### src/rtl/tksd_pkg.sv
// Package for the terminal key sequence decoder.
// Key kind codes, character byte constants and the result record.
// No dependencies.
package tksd_pkg;

	localparam logic [3:0] KIND_NONE    = 4'd0;
	localparam logic [3:0] KIND_REGULAR = 4'd1;
	localparam logic [3:0] KIND_UNKNOWN = 4'd2;
	localparam logic [3:0] KIND_UP      = 4'd3;
	localparam logic [3:0] KIND_DOWN    = 4'd4;
	localparam logic [3:0] KIND_RIGHT   = 4'd5;
	localparam logic [3:0] KIND_LEFT    = 4'd6;
	localparam logic [3:0] KIND_HOME    = 4'd7;
	localparam logic [3:0] KIND_END     = 4'd8;
	localparam logic [3:0] KIND_INSERT  = 4'd9;
	localparam logic [3:0] KIND_DELETE  = 4'd10;
	localparam logic [3:0] KIND_PGUP    = 4'd11;
	localparam logic [3:0] KIND_PGDN    = 4'd12;

	localparam logic [7:0] CH_ESC   = 8'h1B;
	localparam logic [7:0] CH_LBRKT = 8'h5B;
	localparam logic [7:0] CH_TILDE = 8'h7E;

	localparam int unsigned OUT_DEPTH = 4;
	localparam int unsigned PTR_W     = $clog2(OUT_DEPTH);
	localparam int unsigned CNT_W     = $clog2(OUT_DEPTH + 1);

	typedef struct packed {
		logic [3:0] kind;
		logic [7:0] b0;
		logic [7:0] b1;
		logic [7:0] b2;
		logic [7:0] b3;
		logic       last;
	} result_t;

endpackage

### src/rtl/terminal_key_sequence_decoder_core.sv
// A result is registered into the output queue when its input transaction is accepted.
// Throughput: one input per cycle while in_stall is low; an ESC followed by a
// plain byte yields two results, which leave a four-entry output queue one by one.
// Input stalls while the queue holds more than two results.
// Reset (arst_n low, asynchronous): parser idle, queue empty, raw mode off.
// Depends on tksd_pkg.
module terminal_key_sequence_decoder_core (
	input  logic       clk,
	input  logic       arst_n,
	input  logic       cfg_we,
	input  logic       cfg_wdata,
	input  logic       in_valid,
	output logic       in_stall,
	input  logic [7:0] key_byte,
	input  logic       read_error,
	input  logic [1:0] bytes_behind,
	output logic       out_valid,
	input  logic       out_stall,
	output logic [3:0] key_kind,
	output logic [7:0] char_byte0,
	output logic [7:0] char_byte1,
	output logic [7:0] char_byte2,
	output logic [7:0] char_byte3,
	output logic       last_result
);

	typedef enum logic [2:0] {
		PH_IDLE,
		PH_ESC,
		PH_CSI,
		PH_CSIP,
		PH_UTF8,
		PH_UTF8_BAD
	} phase_t;

	typedef struct packed {
		logic                 emit;
		tksd_pkg::result_t    res;
		phase_t               phase;
		logic [2:0]           need;
	} fresh_t;

	function automatic tksd_pkg::result_t mk_res(input logic [3:0] kind, input logic [7:0] b0);
		tksd_pkg::result_t r;
		r      = '0;
		r.kind = kind;
		r.b0   = b0;
		return r;
	endfunction

	function automatic fresh_t fresh_decode(input logic [7:0] b, input logic err,
	                                        input logic [1:0] behind);
		fresh_t f;
		logic [2:0] need;
		f       = '0;
		f.phase = PH_IDLE;
		need    = 3'd4;
		if ((b & 8'hE0) == 8'hC0)
			need = 3'd2;
		else if ((b & 8'hF0) == 8'hE0)
			need = 3'd3;
		if (err) begin
			f.emit = 1'b1;
			f.res  = mk_res(tksd_pkg::KIND_NONE, 8'd0);
		end else if (!b[7]) begin
			if (b != tksd_pkg::CH_ESC || behind == 2'd0) begin
				f.emit = 1'b1;
				f.res  = mk_res(tksd_pkg::KIND_REGULAR, b);
			end else begin
				f.phase = PH_ESC;
			end
		end else if ({1'b0, behind} + 3'd1 < need) begin
			f.emit = 1'b1;
			f.res  = mk_res(tksd_pkg::KIND_UNKNOWN, 8'd0);
		end else begin
			f.phase = PH_UTF8;
			f.need  = need;
		end
		return f;
	endfunction

	logic       raw_q;
	phase_t     phase_q, phase_d;
	logic [7:0] csi_q;
	logic [7:0] ubytes_q [3];
	logic [2:0] need_q, need_d;
	logic [2:0] coll_q, coll_d;
	logic       load_lead, load_csi, load_ubyte;

	tksd_pkg::result_t r0, r1;
	logic [1:0]        n_res;
	fresh_t            fr;
	logic [2:0]        ncol;
	logic [7:0]        cc [4];

	tksd_pkg::result_t fifo_q [tksd_pkg::OUT_DEPTH];
	logic [tksd_pkg::PTR_W-1:0] rd_ptr_q, wr_ptr_q;
	logic [tksd_pkg::CNT_W-1:0] cnt_q;
	logic                       in_acc, out_acc;

	assign in_stall = cnt_q > tksd_pkg::CNT_W'(2);
	assign in_acc   = in_valid && !in_stall;
	assign out_valid = cnt_q != '0;
	assign out_acc  = out_valid && !out_stall;

	assign key_kind    = fifo_q[rd_ptr_q].kind;
	assign char_byte0  = fifo_q[rd_ptr_q].b0;
	assign char_byte1  = fifo_q[rd_ptr_q].b1;
	assign char_byte2  = fifo_q[rd_ptr_q].b2;
	assign char_byte3  = fifo_q[rd_ptr_q].b3;
	assign last_result = fifo_q[rd_ptr_q].last;

	always_comb begin
		r0         = '0;
		r1         = '0;
		n_res      = 2'd0;
		phase_d    = phase_q;
		need_d     = need_q;
		coll_d     = coll_q;
		load_lead  = 1'b0;
		load_csi   = 1'b0;
		load_ubyte = 1'b0;
		fr         = fresh_decode(key_byte, read_error, bytes_behind);
		ncol       = coll_q + 3'd1;
		for (int i = 0; i < 4; i++) begin
			if (3'(i) == ncol - 3'd1)
				cc[i] = key_byte;
			else if (3'(i) < ncol - 3'd1 && i < 3)
				cc[i] = ubytes_q[i[1:0]];
			else
				cc[i] = 8'd0;
		end
		if (raw_q) begin
			case (phase_q)
				PH_ESC: begin
					phase_d = PH_IDLE;
					if (read_error) begin
						n_res = 2'd1;
						r0    = mk_res(tksd_pkg::KIND_NONE, 8'd0);
					end else if (key_byte != tksd_pkg::CH_LBRKT) begin
						fr    = fresh_decode(key_byte, 1'b0, bytes_behind);
						r0    = mk_res(tksd_pkg::KIND_REGULAR, tksd_pkg::CH_ESC);
						r1    = fr.res;
						n_res = fr.emit ? 2'd2 : 2'd1;
						phase_d = fr.phase;
						if (fr.phase == PH_UTF8) begin
							load_lead = 1'b1;
							need_d    = fr.need;
							coll_d    = 3'd1;
						end
					end else if (bytes_behind == 2'd0) begin
						n_res = 2'd1;
						r0    = mk_res(tksd_pkg::KIND_UNKNOWN, 8'd0);
					end else begin
						phase_d = PH_CSI;
					end
				end
				PH_CSI: begin
					phase_d = PH_IDLE;
					n_res   = 2'd1;
					if (read_error)
						r0 = mk_res(tksd_pkg::KIND_NONE, 8'd0);
					else begin
						case (key_byte)
							"A":     r0 = mk_res(tksd_pkg::KIND_UP, 8'd0);
							"B":     r0 = mk_res(tksd_pkg::KIND_DOWN, 8'd0);
							"C":     r0 = mk_res(tksd_pkg::KIND_RIGHT, 8'd0);
							"D":     r0 = mk_res(tksd_pkg::KIND_LEFT, 8'd0);
							"H":     r0 = mk_res(tksd_pkg::KIND_HOME, 8'd0);
							"F":     r0 = mk_res(tksd_pkg::KIND_END, 8'd0);
							default: begin
								if (bytes_behind == 2'd0)
									r0 = mk_res(tksd_pkg::KIND_UNKNOWN, 8'd0);
								else begin
									n_res    = 2'd0;
									load_csi = 1'b1;
									phase_d  = PH_CSIP;
								end
							end
						endcase
					end
				end
				PH_CSIP: begin
					phase_d = PH_IDLE;
					n_res   = 2'd1;
					r0      = mk_res(tksd_pkg::KIND_UNKNOWN, 8'd0);
					if (read_error)
						r0 = mk_res(tksd_pkg::KIND_NONE, 8'd0);
					else if (key_byte == tksd_pkg::CH_TILDE) begin
						case (csi_q)
							"2":     r0 = mk_res(tksd_pkg::KIND_INSERT, 8'd0);
							"3":     r0 = mk_res(tksd_pkg::KIND_DELETE, 8'd0);
							"5":     r0 = mk_res(tksd_pkg::KIND_PGUP, 8'd0);
							"6":     r0 = mk_res(tksd_pkg::KIND_PGDN, 8'd0);
							default: r0 = mk_res(tksd_pkg::KIND_UNKNOWN, 8'd0);
						endcase
					end
				end
				PH_UTF8, PH_UTF8_BAD: begin
					if (read_error)
						phase_d = PH_UTF8_BAD;
					else
						load_ubyte = coll_q < 3'd3;
					coll_d = ncol;
					if (ncol >= need_q) begin
						n_res = 2'd1;
						if (phase_d == PH_UTF8_BAD)
							r0 = mk_res(tksd_pkg::KIND_UNKNOWN, 8'd0);
						else begin
							r0.kind = tksd_pkg::KIND_REGULAR;
							r0.b0   = cc[0];
							r0.b1   = cc[1];
							r0.b2   = cc[2];
							r0.b3   = cc[3];
						end
						phase_d = PH_IDLE;
						need_d  = 3'd0;
						coll_d  = 3'd0;
					end
				end
				default: begin
					r0      = fr.res;
					n_res   = fr.emit ? 2'd1 : 2'd0;
					phase_d = fr.phase;
					if (fr.phase == PH_UTF8) begin
						load_lead = 1'b1;
						need_d    = fr.need;
						coll_d    = 3'd1;
					end
				end
			endcase
		end
		if (n_res == 2'd1)
			r0.last = 1'b1;
		if (n_res == 2'd2)
			r1.last = 1'b1;
	end

	always_ff @(posedge clk or negedge arst_n) begin
		if (!arst_n) begin
			raw_q   <= 1'b0;
			phase_q <= PH_IDLE;
			need_q  <= 3'd0;
			coll_q  <= 3'd0;
		end else begin
			if (cfg_we)
				raw_q <= cfg_wdata;
			if (in_acc) begin
				phase_q <= phase_d;
				need_q  <= need_d;
				coll_q  <= coll_d;
			end
		end
	end

	always_ff @(posedge clk) begin
		if (in_acc) begin
			if (load_csi)
				csi_q <= key_byte;
			if (load_lead)
				ubytes_q[0] <= key_byte;
			if (load_ubyte)
				ubytes_q[coll_q[1:0]] <= key_byte;
			if (n_res != 2'd0)
				fifo_q[wr_ptr_q] <= r0;
			if (n_res == 2'd2)
				fifo_q[wr_ptr_q + tksd_pkg::PTR_W'(1)] <= r1;
		end
	end

	always_ff @(posedge clk or negedge arst_n) begin
		if (!arst_n) begin
			rd_ptr_q <= '0;
			wr_ptr_q <= '0;
			cnt_q    <= '0;
		end else begin
			if (out_acc)
				rd_ptr_q <= rd_ptr_q + tksd_pkg::PTR_W'(1);
			if (in_acc)
				wr_ptr_q <= wr_ptr_q + tksd_pkg::PTR_W'(n_res);
			cnt_q <= cnt_q + (in_acc ? tksd_pkg::CNT_W'(n_res) : '0)
			               - (out_acc ? tksd_pkg::CNT_W'(1) : '0);
		end
	end

endmodule

### config.mk
export PLATFORM = sky130hd
export DESIGN_NAME = terminal_key_sequence_decoder_core
export DESIGN_NICKNAME = d
export VERILOG_FILES = /design/src/rtl/tksd_pkg.sv /design/src/rtl/terminal_key_sequence_decoder_core.sv
export SDC_FILE = /design/constraint.sdc
export NUM_CORES = 1
export LEC_CHECK = 0
export ABC_AREA = 1
export BUFFER_PORTS_ARGS = -buffer_cell sky130_fd_sc_hd__buf_4
export CAP_MARGIN = 30
export CORE_MARGIN = 1
export CORE_UTILIZATION = 37
export DETAILED_ROUTE_END_ITERATION = 8
export GPL_ROUTABILITY_DRIVEN = 0
export PLACE_DENSITY_LB_ADDON = 0.15
export SLEW_MARGIN = 15
export SYNTH_ARGS = -nofsm -noshare
export SYNTH_HDL_FRONTEND = slang
export SYNTH_SLANG_ARGS = --single-unit
export TNS_END_PERCENT = 50
### constraint.sdc
create_clock -name clk -period 3.8 [get_ports clk]
set_input_delay 0.38 -clock clk [delete_from_list [all_inputs] [get_ports clk]]
set_output_delay 0.38 -clock clk [all_outputs]
set_load 0.05 [all_outputs]
# After elaboration in Yosys (flattened, before gate mapping)
# Memory sizes are Yosys's and may differ from the RTL's.
# Index checks and enable logic that the tools add are counted.
[word_totals]
input_bits = 17
output_inout_bits = 39
romBits = 0
word_cells = 189
latchBits = 0
ram_bits = 172
regBits = 25
n_memories = 2
[op_classes]
add_sub_neg = 8
muxes = 111
n_shift = 0
div = 0
n_eq_ne = 32
reduce_logical = 19
multipliers = 0
magnitude_cmp = 8
bitwise = 1
[mem_list]
columns = ["memory", "depth", "word_bits", "rd", "rd_clocked_by_memory_dff", "wr", "line_no", "text"]
rows = [
  ["fifo_q", 4, 37, 1, 0, 2, "terminal_key_sequence_decoder_core.sv:96", "tksd_pkg::result_t fifo_q [tksd_pkg::OUT_DEPTH];"],
  ["ubytes_q", 3, 8, 3, 0, 1, "terminal_key_sequence_decoder_core.sv:85", "logic [7:0] ubytes_q [3];"],
]
[ops]
columns = ["cell", "n"]
rows = [
  ["$mux W37", 8],
  ["$pmux W37 S4", 2],
  ["$pmux W37 S6", 1],
  ["$mux W44", 4],
  ["$mux W38", 4],
  ["$mux W35", 4],
  ["$mux W41", 2],
  ["$mux W3", 24],
  ["$mux W8", 8],
  ["$eq A8 B7 Y1 const B", 7],
  ["$mux W34", 1],
  ["$mux W1", 33],
  ["$eq A8 B6 Y1 const B", 4],
  ["$mux W2", 12],
  ["$eq A3 B3 Y1 const B", 6],
  ["$mux W6", 3],
  ["$pmux W3 S3", 2],
  ["$pmux W3 S4", 1],
  ["$ne A2 B2 Y1 const B", 4],
  ["$ne A8 B5 Y1 const B", 1],
  ["$ne A8 B7 Y1 const B", 1],
  ["$pmux W2 S4", 1],
  ["$reduce_and A8 Y1", 1],
  ["$reduce_or A8 Y1", 1],
  ["other kinds (34)", 44],
]

# Depth between registers and ports, before layout
# Gate-level depths: netlist (run 1).
[depth]
depth_word = 24
mapped_depth = 22
depth_no_buf = 21

# Worst setup path before layout (run 1)
# Ideal clock, no wire load.
[synth_timing]
kind = "register -> register"
startpoint = "register coll_q[0]"
endpoint = "register cnt_q[2] in the netlist's numbering"
path_stages_with_launch = 19
arrival_ns = 3.090
n_path_buf = 0
setup_ns = 0.129
slack_ns = 0.581
t_required_ns = 3.671
period_less_slack_ns = 3.219
cell_sequence = "dfrtp_1 > ha_1 > ha_1 > inv_1 > ha_1 > a21oi_1 > nand3_1 > nand2_1 > nand3_1 > nor2_1 > nand3_2 > nand3_4 > ha_1 > inv_1 > ha_1 > inv_1 > fa_1 > xnor2_1 > xor2_1"
[synth_via]
elab_chain_len = 8
[synth_lines]
columns = ["item", "line_no", "text"]
rows = [
  ["from (decl)", "terminal_key_sequence_decoder_core.sv:87", "logic [2:0] coll_q, coll_d;"],
  ["from (signal assigned)", "terminal_key_sequence_decoder_core.sv:251", "coll_q <= coll_d;"],
  ["$add A3 B1 Y3", "terminal_key_sequence_decoder_core.sv:124", "ncol = coll_q + 3'd1;"],
  ["$ge A3 B3 Y1", "terminal_key_sequence_decoder_core.sv:205", "if (ncol >= need_q) begin"],
  ["$mux W1", "terminal_key_sequence_decoder_core.sv:205", ""],
  ["$pmux W2 S4", "terminal_key_sequence_decoder_core.sv:134", "case (phase_q)"],
  ["$mux W2", "terminal_key_sequence_decoder_core.sv:133", "if (raw_q) begin"],
  ["$mux W2", "terminal_key_sequence_decoder_core.sv:281", "cnt_q <= cnt_q + (in_acc ? tksd_pkg::CNT_W'(n_res) : '0)"],
  ["$add A3 B2 Y3", "terminal_key_sequence_decoder_core.sv:281", ""],
  ["$sub A3 B1 Y3", "terminal_key_sequence_decoder_core.sv:282", "- (out_acc ? tksd_pkg::CNT_W'(1) : '0);"],
  ["to (signal assigned)", "terminal_key_sequence_decoder_core.sv:281", ""],
  ["to (decl)", "terminal_key_sequence_decoder_core.sv:98", "logic [tksd_pkg::CNT_W-1:0] cnt_q;"],
]
# Every way passes these cells.
# A chain may end at the register's enable or synchronous reset.

# Final worst setup path (run 1)
# Ends and elaborated chain as after synthesis.

==> qor.yml, run 1 <==
status: "finished clean"
pwr_density_cell_nw_per_um2: 915.3
htree_levels: 4
nNetsFinal: 1444
p_switching_w: 0.005307
grt_pass1_wl_mm: 51.00
whs_endpoint: "raw_q$_DFFE_PN0P_"
drv_cap: 0
swShare_pct: 49.34
vias: 9598
drv_slew: 0
final_util_pct: 42.07
p_int_w: 0.005450
max-slew-margin-rel_pct: 44.81
synth-async-reset-ratio_pct: 8.629
rsz0062_at_grt: "false"
crit_fanout: 5
synth-warning-count: 0
antenna_found_initial: 0
setup.worst_path.class: "reg -> reg"
crit_chain: "ha_1 -> ha_1 -> inv_1 -> ha_1 -> a21oi_1 -> nand3_1 -> nand2_2 -> nand3_1 -> nor2_1 -> nand3_2 -> nand3_4 -> ha_1 -> inv_1 -> ha_1 -> inv_1 -> fa_1 -> xnor2_1 -> xor2_1"
n_antenna_cell: 0
synthTopCellsByCount: "nor2_1 (256), nand2_1 (233), nand3_1 (169), o21ai_0 (115)"
worst_clock_skew_ps: 12.38
post-route-period-util_pct: 91.57
netlist_instances: 1402
drc: 0
synth_cell_types: 49
leakagePower_nw: 5.229
startpoint_type: "register"
die_h_um: 170.8
grt_pass1_vias: 9140
clock_latency_ps: 450
tritoncts: "yes"
worstSetupEndpointType: "register"
clockRootBuffer: "clkbuf_16"
core_area_sq_um: 27930
peakVddDrop_v: 0.0003936
portBuffers: 55
fmax_mhz: 287.4
chipWidth_um: 170.8
drt-wirelength-per-cell_um: 17.65
viasPerCell: 5.332
crit_family: "adder cells"
hpwl_mm: 20.20
synth-edff-count: 72
power_frac_comb_pct: 53.3
num_rows: 61
synth_area_sq_um: 10540
ff2ff_path_depth: 18
cts_buffers: 17
synthTopCellsByArea: "dfxtp_1 (21%), edfxtp_1 (21%), nor2_1 (9.1%), nand2_1 (8.3%), nand3_1 (8.0%)"
cp.required_ps: 4170
tns_ps: 0
reg2reg_to: "cnt_q[2]$_DFF_PN0_"
yosysTopAreaCellShare_pct: 20.52
min_delay_path_depth: 2
drt-pass1-iter-count: 5
io_pins: 56
cp.depth: 18
cp_slowest_cell: "dfrtp_1"
regToRegSetupSlack_ps: 320
cts.path.max_buffers: 2
yosysMostFrequentCell: "nor2_1"
grt_max_degree: 169
syn_nets: 1437
hold_start: "cfg_we"
seqPwrFrac_pct: 29.9
cts_sinks: 197
start_util_pct: 37.73
seq_area_frac_synth_pct: 45.07
setup_viol: 0
worst_ep_arrival_time_ps: 3850
cpMostUsedCell: "ha_1"
period_needed_ps: 3480
final-hold-violation-count: 0
synth_top_area_cell: "dfxtp_1"
synth-seq-cells: 197
tightest_slew_ps: 827.9
dieArea_sq_um: 29160
r2r-start: "coll_q[0]$_DFFE_PN0P_"
ant_nets: 0
overflow: 0
crit_start: "coll_q[0]$_DFFE_PN0P_"
drive_above_1_share_pct: 12.24
p_clk_share_pct: 16.8
critPathBufInv: 3
synthFlopType: "dfxtp_1"
drtIter0Drc: 846
hold_class: "in -> reg"
grt.total_usage_pct: 22.67
syn_area_per_cell_sq_um: 7.517
cts.reportedPaths.clkPinSlew_ps: 80
synthToLayoutAreaGrowth_pct: 11.52
wl_mm: 31.78
critPathMaxStageDelay_ps: 440
-- metrics by stage --
step	area [sq um]	worst slack (ps)	cells	hold slack, ps	power (W)
after CTS	11740	201.7	1799	120.8	0.01081
after global placement	11150	343.3	1765	265.2	0.008943
after detailed placement	11160	225.1	1766	263.0	0.008996
final	11750	320.2	1800	126.4	0.01076
after floorplan	10540	580.9	1402	84.41	0.007403
after global routing	11750	25.20	1800	133.0	0.01154
-- power by group through the flow --
stage	logic, W	registers (W)	clock network (W)
after floorplan	0.00424	0.00316	0
after global placement	0.00570	0.00325	0
after detailed placement	0.00574	0.00326	0
after CTS	0.00575	0.00322	0.00184
after global routing	0.00632	0.00330	0.00192
final	0.00573	0.00322	0.00181
-- how the worst max path moves through the flow --
stage | endpoint
floorplan | cnt_q[2]$_DFF_PN0_
global placement | cnt_q[2]$_DFF_PN0_
detailed placement | cnt_q[2]$_DFF_PN0_
CTS | cnt_q[2]$_DFF_PN0_
global route | cnt_q[2]$_DFF_PN0_
finish | cnt_q[2]$_DFF_PN0_
-- cells by family (layout without fill, tap and decap cells) --
family	count (synthesis)	count (layout)	synth area share [%]
AOI/OAI and AO/OA	307	307	15.92
xor gates and xnor gates	6	6	0.4986
adders and majority gates	18	18	2.208
buffers and inverters	176	196	7.741
DFF	197	197	45.07
and+or+nand+nor	698	698	28.56
-- layout make-up --
cell class / instances / area (sq um)
fillers: 2948 / 16180
multi-input cells: 1029 / 5007
flip-flops and latches: 197 / 4751
repair buffers: 82 / 640.6
well taps: 378 / 473.0
clock buffers: 18 / 429.2
inverters: 82 / 307.8
clock inverters: 14 / 143.9
-- cell usage in the layout, fill, tap and decap left out, types with 18 or more instances in the layout --
| master | instances |
|---|---|
| a21oi_1 | 108 |
| inv_1 | 63 |
| nand3_1 | 169 |
| o21ai_0 | 115 |
| o22ai_1 | 45 |
| inv_2 | 18 |
| edfxtp_1 | 72 |
| nor2_1 | 253 |
| buf_4 | 78 |
| dfxtp_1 | 108 |
| nand2_1 | 232 |
-- sequential cells by signal, summed over array words and instances, names as in the netlist --
| signal | cells |
|---|---|
| fifo_q | 148 |
| rd_ptr_q | 2 |
| ubytes_q | 24 |
| need_q | 3 |
| raw_q | 1 |
| phase_q | 3 |
| cnt_q | 3 |
| wr_ptr_q | 2 |
| csi_q | 8 |
| coll_q | 3 |
-- worst reg2reg max path: stages (launching register included) --
cell	delay, ps
dfrtp_1	440
ha_1	250
ha_1	270
inv_1	60
ha_1	300
a21oi_1	130
nand3_1	150
nand2_2	120
nand3_1	60
nor2_1	150
nand3_2	140
nand3_4	130
ha_1	240
inv_1	60
ha_1	130
inv_1	50
fa_1	390
xnor2_1	190
xor2_1	150
-- per-layer routing --
layer | GRT usage (%) | share of wire (%) | vias up
met2 | 37.02 | 46 | 318
met3 | 2.915 | 5.6 | 37
met5 | 0 | 0 | -
li1 | - | - | 4737
met4 | 5.523 | 1.4 | 0
met1 | 31.61 | 47 | 4506
-- timing repair --
item,CTS,global route
buffers inserted,0,1
hold endpoints to repair,17,0
hold buffers,1,0
gates resized for setup,0,1
setup endpoints to repair,0,1
Power figures use the tool's default switching activity.
==> run 2, diff against run 1 <==
Settings changed: GPL_TIMING_DRIVEN set to 1, PLACE_DENSITY set to 0.58, PLACE_DENSITY_LB_ADDON 0.15 to not set.
==> qor.yml, run 2 (synthesis gave the netlist of run 1 again) <==
drv_cap: 0  # unchanged
layout.area.seq_sq_um: 4752  # about the same
wl_mm: 31.49  # -0.89%
clockRootBuffer: "clkbuf_16"
cts.path.max_buffers: 2  # unchanged
die_h_um: 170.8  # unchanged
grt_max_degree: 169  # unchanged
pwr_density_cell_nw_per_um2: 919.2  # +0.42%
core_area_sq_um: 27930  # unchanged
reg_top3: "fifo_q x148, ubytes_q x24, csi_q x8"
hold_class: "in -> reg"
layout_commonest_cell: "nor2_1"
viasPerCell: 5.394  # +1.2%
worst_ep_arrival_time_ps: 3820  # -30 ps
post-route-period-util_pct: 90.85  # -0.73 points
drive_above_1_share_pct: 12.68  # +0.45 points
multi_input_area_sq_um: 5007  # unchanged
overflow: 0  # unchanged
largest_register_ffs: 148  # unchanged
clock_latency_ps: 440  # about the same
nFillCells: 2881  # -2.3%
setup.worst_path.class: "reg -> reg"
hpwl_mm: 19.94  # -1.3%
worstSetupEndpointType: "register"
synthToLayoutAreaGrowth_pct: 12.13
startpoint_type: "register"
start_util_pct: 37.73  # unchanged
grt.total_usage_pct: 22.35  # -0.32 points
io_pins: 56  # unchanged
leakagePower_nw: 5.287  # +1.1%
num_rows: 61  # unchanged
regMostFlops: "fifo_q"
grt_pass1_wl_mm: 50.29  # -1.4%
dieArea_sq_um: 29160  # unchanged
drt-pass1-iter-count: 5  # unchanged
n_antenna_cell: 0  # unchanged
tritoncts: "yes"
cts_sinks: 197  # unchanged
cts.reportedPaths.clkPinSlew_ps: 80  # about the same
grt_pass1_vias: 8970  # -1.9%
drt-wirelength-per-cell_um: 17.45  # -1.2%
cts_buffers: 17  # unchanged
status: "finished clean"
chipWidth_um: 170.8  # unchanged
pre_cts_ws_ps: 250.5  # +25.33 ps
worst_slack_ps: 347.8  # +27.65 ps
drv_slew: 0  # unchanged
rsz0062_at_grt: "false"
place_area_sq_um: 11180  # +0.22%
layout_common_cells: "nor2_1 (253), nand2_1 (232), nand3_1 (169)"
crit_fanout: 5  # unchanged
htree_levels: 4  # unchanged
tightest_slew_ps: 992.5  # +164.6 ps
portBuffers: 55  # unchanged
antenna_found_initial: 0  # unchanged
vias: 9736  # +1.4%
peakVddDrop_v: 0.0004580  # +16%
worst_clock_skew_ps: 14.80  # +2.413 ps
fmax_mhz: 289.7  # +0.80%
design_area_sq_um: 11820  # +0.55%
final_util_pct: 42.30  # +0.23 points
ant_nets: 0  # unchanged
nNetsFinal: 1449  # +0.35%
drtIter0Drc: 967  # +14%
tns_ps: 0  # unchanged
max-slew-margin-rel_pct: 33.24  # -12 points
setup_viol: 0  # unchanged
final-hold-violation-count: 0  # unchanged
drc: 0  # unchanged
cp.required_ps: 4170  # about the same
period_needed_ps: 3452  # -27.65 ps
==> run 2: cell count changes in the layout (fill, tap and decap cells not counted), sizes merged <==
cell / delta
buf: +5
clkinvlp: -4
clkbuf: +2
inv: +2
==> run 2: worst max-delay path, cell delays in order, from the launching register on <==
cell	delay (ps)
dfrtp_2	440
ha_1	240
ha_1	280
inv_1	60
ha_1	300
a21oi_1	130
nand3_1	140
nand2_2	110
nand3_1	70
nor2_1	160
nand3_2	140
nand3_4	120
ha_1	240
inv_1	60
ha_1	130
inv_1	50
fa_1	370
xnor2_1	170
xor2_1	170
==> run 2: area by class of cell <==
type                    instances  share of cell area, %
inverters                      82                  2.605
multi-input cells            1029                  42.37
clock inverters                12                  1.122
clock buffers                  20                  4.055
well taps                     378                  4.002
flip-flops and latches        197                  40.21
repair buffers                 87                  5.633
==> run 2: per-stage QoR <==
step | hold slack, ps | power, W | cells
3_3_place_gp | 265.5 | 0.008916 | 1770
6_report | 133.9 | 0.01086 | 1805
5_1_grt | 138.3 | 0.01160 | 1805
3_5_place_dp | 264.3 | 0.008984 | 1771
2_1_floorplan | 84.41 | 0.007403 | 1402
4_1_cts | 125.4 | 0.01087 | 1804
==> run 2: worst paths after layout <==
| path | from | to | slack (ps) | depth (start not counted) |
|---|---|---|---|---|
| max | coll_q[0]$_DFFE_PN0P_ | cnt_q[2]$_DFF_PN0_ | 350 | 18 |
| max reg2reg | coll_q[0]$_DFFE_PN0P_ | cnt_q[2]$_DFF_PN0_ | 350 | 18 |
| min reg2reg | fifo_q[3][9]$_SDFFE_PP0N_ | fifo_q[3][9]$_SDFFE_PP0N_ | 470 | 2 |
| min in group asynchronous | arst_n | need_q[1]$_DFFE_PN0P_ | 330 | 2 |
| max in group asynchronous | arst_n | rd_ptr_q[0]$_DFFE_PN0P_ | 3240 | 2 |
| min | cfg_we | raw_q$_DFFE_PN0P_ | 130 | 2 |
==> run 2: repair_timing <==
item / CTS / global route
endpoints found under the hold margin: 17 / 0
resized for setup: 0 / 2
hold buffers: 1 / 0
setup endpoints to repair: 0 / 1
buffers inserted: 0 / 1
==> run 2: report_power, final <==
group,internal (W),total (W),leakage [nW],switching [W]
sequential,0.00286,0.00322,1.80,0.000354
combinational,0.00166,0.00575,3.18,0.00410
clock,0.00101,0.00189,0.305,0.000883
total,0.00553,0.0109,5.29,0.00533
==> run 2: metal layers <==
layer | up-vias | wire length (um) | global-route usage (%)
li1 | 4744 | - | -
met5 | - | 0 | 0
met1 | 4605 | 14440 | 31.13
met2 | 340 | 14370 | 35.62
met3 | 47 | 2081 | 3.308
met4 | 0 | 600 | 6.776
